===== src/sv/hsf_pkg.sv =====
// hsf_pkg: shared types, register indexes and Q16.16 saturating arithmetic
// used by the hyperelastic sample force pipeline; no dependencies
package hsf_pkg;

  typedef logic signed [31:0] q_t;

  typedef struct packed {
    logic signed [31:0] def_00;
    logic signed [31:0] def_01;
    logic signed [31:0] def_10;
    logic signed [31:0] def_11;
    logic signed [31:0] rate_00;
    logic signed [31:0] rate_01;
    logic signed [31:0] rate_10;
    logic signed [31:0] rate_11;
    logic [30:0]        weight;
  } in_item_t;

  typedef struct packed {
    logic signed [31:0] force_00;
    logic signed [31:0] force_01;
    logic signed [31:0] force_10;
    logic signed [31:0] force_11;
    logic signed [31:0] energy_term;
  } out_item_t;

  typedef struct packed {
    logic [30:0] mu_coef;
    logic [30:0] lambda_coef;
    logic [30:0] alpha_coef;
    logic [30:0] beta_coef;
    logic        damping_on;
  } cfg_t;

  localparam logic [2:0] REG_MU      = 3'd0;
  localparam logic [2:0] REG_LAMBDA  = 3'd1;
  localparam logic [2:0] REG_ALPHA   = 3'd2;
  localparam logic [2:0] REG_BETA    = 3'd3;
  localparam logic [2:0] REG_DAMPING = 3'd4;

  localparam q_t Q_ONE  = 32'sh0001_0000;
  localparam q_t Q_HALF = 32'sh0000_8000;
  localparam q_t Q_MAX  = 32'sh7fff_ffff;
  localparam q_t Q_MIN  = 32'sh8000_0000;

  function automatic q_t sat34(input logic signed [33:0] x);
    q_t r;
    if (x > 34'sh0_7fff_ffff) r = Q_MAX;
    else if (x < -34'sh0_8000_0000) r = Q_MIN;
    else r = x[31:0];
    return r;
  endfunction

  function automatic q_t qadd(input q_t a, input q_t b);
    logic signed [33:0] s;
    s = 34'(a) + 34'(b);
    return sat34(s);
  endfunction

  function automatic q_t qsub(input q_t a, input q_t b);
    logic signed [33:0] s;
    s = 34'(a) - 34'(b);
    return sat34(s);
  endfunction

  function automatic q_t qneg(input q_t a);
    logic signed [33:0] s;
    s = -34'(a);
    return sat34(s);
  endfunction

  function automatic q_t qtwice(input q_t a);
    logic signed [33:0] s;
    s = 34'(a) <<< 1;
    return sat34(s);
  endfunction

  // round half up: floor((p + 2^15) / 2^16), then saturate
  function automatic q_t qmul(input q_t a, input q_t b);
    logic signed [64:0] p;
    logic signed [48:0] q;
    p = 65'(a) * 65'(b) + 65'sd32768;
    q = p[64:16];
    if (q > 49'sh0_7fff_ffff) return Q_MAX;
    else if (q < -49'sh0_8000_0000) return Q_MIN;
    else return q[31:0];
  endfunction

  function automatic q_t qhalf(input q_t a);
    return qmul(a, Q_HALF);
  endfunction

endpackage


===== src/sv/hsf_cfg_regs.sv =====
// hsf_cfg_regs: coefficient register file written through the config channel
// depends on hsf_pkg
module hsf_cfg_regs (
  input  logic          clk,
  input  logic          rst,
  input  logic          cfg_valid,
  output logic          cfg_ready,
  input  logic [2:0]    cfg_index,
  input  logic [31:0]   cfg_data,
  output hsf_pkg::cfg_t cfg
);
  import hsf_pkg::*;

  assign cfg_ready = 1'b1;

  always_ff @(posedge clk) begin
    if (rst) begin
      cfg.mu_coef     <= '0;
      cfg.lambda_coef <= '0;
      cfg.alpha_coef  <= Q_ONE[30:0];
      cfg.beta_coef   <= '0;
      cfg.damping_on  <= 1'b0;
    end else if (cfg_valid) begin
      unique case (cfg_index)
        REG_MU:      cfg.mu_coef     <= cfg_data[30:0];
        REG_LAMBDA:  cfg.lambda_coef <= cfg_data[30:0];
        REG_ALPHA:   cfg.alpha_coef  <= cfg_data[30:0];
        REG_BETA:    cfg.beta_coef   <= cfg_data[30:0];
        REG_DAMPING: cfg.damping_on  <= cfg_data[0];
        default: ;
      endcase
    end
  end
endmodule


===== config.mk =====
export PLATFORM = sky130hd
export DESIGN_NAME = hsf_cfg_regs
export DESIGN_NICKNAME = d
export VERILOG_FILES = /design/src/sv/hsf_pkg.sv /design/src/sv/hsf_cfg_regs.sv
export SDC_FILE = /design/constraint.sdc
export NUM_CORES = 1
export LEC_CHECK = 0
export BUFFER_PORTS_ARGS = -buffer_cell sky130_fd_sc_hd__buf_2
export CELL_PAD_IN_SITES_DETAIL_PLACEMENT = 2
export CELL_PAD_IN_SITES_GLOBAL_PLACEMENT = 2
export CORE_MARGIN = 2
export CORE_UTILIZATION = 29
export CTS_BUF_LIST = sky130_fd_sc_hd__clkbuf_2
export DETAILED_ROUTE_END_ITERATION = 10
export GPL_TIMING_DRIVEN = 0
export PLACE_DENSITY_LB_ADDON = 0.1
export REMOVE_ABC_BUFFERS = 1
export SLEW_MARGIN = 20
export SYNTH_ARGS = -nofsm -noshare
export SYNTH_HDL_FRONTEND = slang
export SYNTH_SLANG_ARGS = --single-unit
export TNS_END_PERCENT = 100

===== constraint.sdc =====
create_clock -name clk -period 1 [get_ports clk]
set_clock_uncertainty 0.15 [all_clocks]
set_input_delay 0.05 -clock clk [delete_from_list [all_inputs] [get_ports clk]]
set_output_delay 0.05 -clock clk [all_outputs]
set_load 0.02 [all_outputs]

Word level (Yosys, flattened, before mapping)

Cells that the tools add are included.

Register bits: 125
Bits of input ports: 38
Output and inout bits: 126
Logic and storage cells: 15

Equality and inequality tests: 4
Reductions and logical operators: 6

Operators by type and width:

| cell                 | number |
|---|---|
| $reduce_and A2 Y1    | 5 |
| $eq A3 B2 Y1 const B | 2 |
| $eq A3 B1 Y1 const B | 1 |
| $eq A3 B3 Y1 const B | 1 |
| $logic_not A3 Y1     | 1 |

Depth between registers and ports, before layout

Word-level depth: 2
Depth in mapped cells: 4
Mapped depth without buffers: 2

Least setup slack after synthesis

OpenSTA, ideal clock, no wires.

Kind: input to register
Start: input cfg_index[0]
End: register cfg[114] (netlist name)
Setup time: 121 ps
Arrival: 849 ps
Required time: 729 ps
Slack: -120 ps
Cell stages on the path: 3
Path buffers: 1
Path through: or4b_1 buf_6 mux2i_1

Word-level cells in the longest chain between the ends: 2

RTL lines:

| what                        | line               | source |
|---|---|---|
| start: declaration          | hsf_cfg_regs.sv:8  | `input logic [2:0] cfg_index,` |
| $logic_not A3 Y1            | hsf_cfg_regs.sv:24 | `unique case (cfg_index)` |
| $reduce_and A2 Y1 (no line) | -                  |  |
| end: declaration            | hsf_cfg_regs.sv:10 | `output hsf_pkg::cfg_t cfg` |

No other way between the ends.
A chain may end at the register's enable or synchronous reset.

Final worst setup path

Start: input cfg_index[0]
End: register cfg[68] (netlist name)

Word-level cells in the longest chain between the ends: 2

RTL lines:

| what                        | line |
|---|---|
| $eq A3 B1 Y1                | hsf_cfg_regs.sv:24 |
| $reduce_and A2 Y1 (no line) | - |

No other way between the ends.

==> run_results.csv <==
group,metric,value,unit
timing,period_share,1.44,
worst_setup_path,worst_setup_path_end_kind,"flop",
global_routing,first_global_vias,4540,
timing,slew_headroom,0.529,
global_routing,grt_usage,0.180,
detailed_routing,drt-vias-per-instance,4.43,
finish,top_regs,"cfg (125)",
yosys,ys_types,14,
power_and_ir_drop,p_leak,3.97,nW
power_and_ir_drop,powerDensity,1160,nW/um^2
power_and_ir_drop,vdd_ir_drop_max,0.000495,V
finish,stdcell_count,941,
yosys,ys_ff_latch,125,
place,dpl.hpwl,9.94,mm
timing,fin_tns_setup,-71.70,ns
place,numPortBuffers,161,
worst_setup_path,critical_path_class,"in2reg",
global_routing,grt_antenna_before_repair,1,
global_routing,grt-ovfl-total,0,
status,violations,"negative hold slack, negative setup slack",
yosys,yosysTopAreaCellShare,0.504,
floorplanning,io_pins,164,
clocking,cts_tree,"done",
timing,hold_viol_final,121,
yosys,avgSynthCellArea,11.1,sq um
floorplanning,rows,47,
detailed_routing,wl,16.4,mm
yosys,synthesis.area,4970,sq um
floorplanning,die_area,18200,sq um
place,dpl.cell_count,806,
clocking,cts-buffers-inserted,17,
detailed_routing,routed-via-count,4167,
detailed_routing,first_pass_iters,4,
detailed_routing,drt_iter0_drc,124,
floorplanning,initial_utilization,0.298,
global_routing,grt_pass1_wl,25.2,mm
status,status,"finished, violations left",
yosys,synth_area_leaders,"dfxtp_1 50%, mux2i_1 25%, nand2b_1 20%",
clocking,cts_num_sinks,125,
worst_setup_path,worstPathArrival,1.90,ns
finish,drive_gt1_frac,0.543,
detailed_routing,detail-route-antenna-nets,0,
worst_setup_path,required,1.46,ns
detailed_routing,drcViolationCount,0,
yosys,postSynthCellCount,447,
timing,tightestPinTransition,0.705,ns
place,dpl_cell_area,6090,sq um
finish,max_flop_register,"cfg",
timing,worst_slack,-0.443,ns
run,maxCapViolCount,0,
timing,post-route-min-period,1.44,ns
place,gp_congestion,0.700,
timing,finalSetupViolCount,241,
worst_setup_path,crit_path_start_kind,"primary input",
clocking,path_clk_slew,0.17,ns
worst_setup_path,path_max_fanout,21,
timing,slew_violations,0,
clocking,insertion_delay,0.68,ns
finish,largest_reg_flops,125,
clocking,cts-htree-levels,4,
timing,rsz0062_at_grt,"true",
floorplanning,fp.dieW,135,microns
floorplanning,chipHeight,135,microns
global_routing,grt_max_degree,85,
clocking,clockBufferDepth,2,
hold_path,hp-class,"in2reg",
yosys,ys_seq_area_frac,0.504,
yosys,synth_top_area_cell,"dfxtp_1",
place,pre_cts_slack,-0.936,ns
clocking,cts_root_buffer,"clkbuf_2",
timing,fmax,693,MHz
timing,hold_slack,-0.310,ns
finish,design_area,8180,sq um
floorplanning,design.core.area,16600,sq um
detailed_routing,avgRoutedWirePerCell,17.4,microns
yosys,yosysWarnings,0,
finish,syn_to_final_growth,64.6,%
finish,final_nets,745,
synthesized netlist by cell type:
library cell and n:
nor2_1 2, mux2i_1 125, buf_2 7, nand4bb_1 2, or4b_1 1, nor4b_2 1
dfxtp_1 125, nand4b_1 1, buf_4 5, clkbuf_1 19, nand2b_1 155, buf_6 1
nor4bb_1 2, conb_1 1
final cells by class:
type | count | area [sq um]
Antenna cell | 1 | 2.50
Clock buffer | 17 | 85.1
Clock inverter | 15 | 130
Fill cell | 1661 | 8470
Multi-Input combinational cell | 290 | 2380
Sequential cell | 125 | 2660
Tap cell | 220 | 275
Timing Repair Buffer | 273 | 2640
critical path, stage by stage:
cell	delay, ns
buf_2	0.09
dlygate4sd3_1	0.76
nand4bb_4	0.61
mux2i_1	0.38
report_power, final:
part / internal (W) / switching, W / leakage (nW) / total [W]
clock: 0.00109 / 0.00193 / 0.134 / 0.00301
sequential: 0.00511 / 0.0000841 / 1.07 / 0.00520
combinational: 0.000688 / 0.000562 / 2.76 / 0.00125
total: 0.00689 / 0.00257 / 3.97 / 0.00946
what timing repair did:
action,CTS,global route
setup endpoints to repair,137,244
endpoints found under the hold margin,125,121
setup buffers,23,37
pin swaps,1,3
hold buffers,48,2
cloned,0,0
gates resized for setup,375,11
per-stage QoR:
step                total power (W)  utilization
finish                      0.00946        0.491
global route                0.00997        0.491
CTS                         0.00959        0.474
detailed placement          0.00616        0.366
global placement            0.00610        0.354
floorplan                   0.00575            -
layout by cell type, fill, tap and decap left out, types with 2 or more instances in the layout:
master            n
buf_6           139
dlymetal6s4s_1    3
dfxtp_2         125
nand2b_1        153
buf_4            53
clkbuf_2         17
nand2b_4          2
dlygate4sd3_1    40
mux2i_1         125
clkinv_2          8
buf_12            2
nand4bb_4         2
clkinv_1          2
bufinv_16         2
buf_2            35
nor2_1            2
clkinvlp_4        3
path summary, 6_finish.rpt:
kind	from	to	slack, ns	cells after the start
max reg2reg	cfg[102]	cfg[102]	0.01	4
min reg2reg	cfg[92]	cfg[92]	0.34	2
max	cfg_index[0]	cfg[68]	-0.44	4
min	cfg_valid	cfg[0]	-0.31	3
logic make-up (layout without fill, tap and decap cells):
group,count (synthesis),count (layout),share of synthesized area
muxes,125,125,0.252
other,1,2,0.000755
DFF,125,125,0.504
and+or+nand+nor,164,164,0.212
buffers and inverters,32,305,0.0312
metal layers:
layer	vias up	GRT usage	routed length (microns)
met2	111	0.316	8460
met3	15	0.0601	960
met5	-	0	0
met1	2043	0.205	6750
li1	1998	-	-
met4	0	0.0632	234
(Power assumes the default switching activity.)
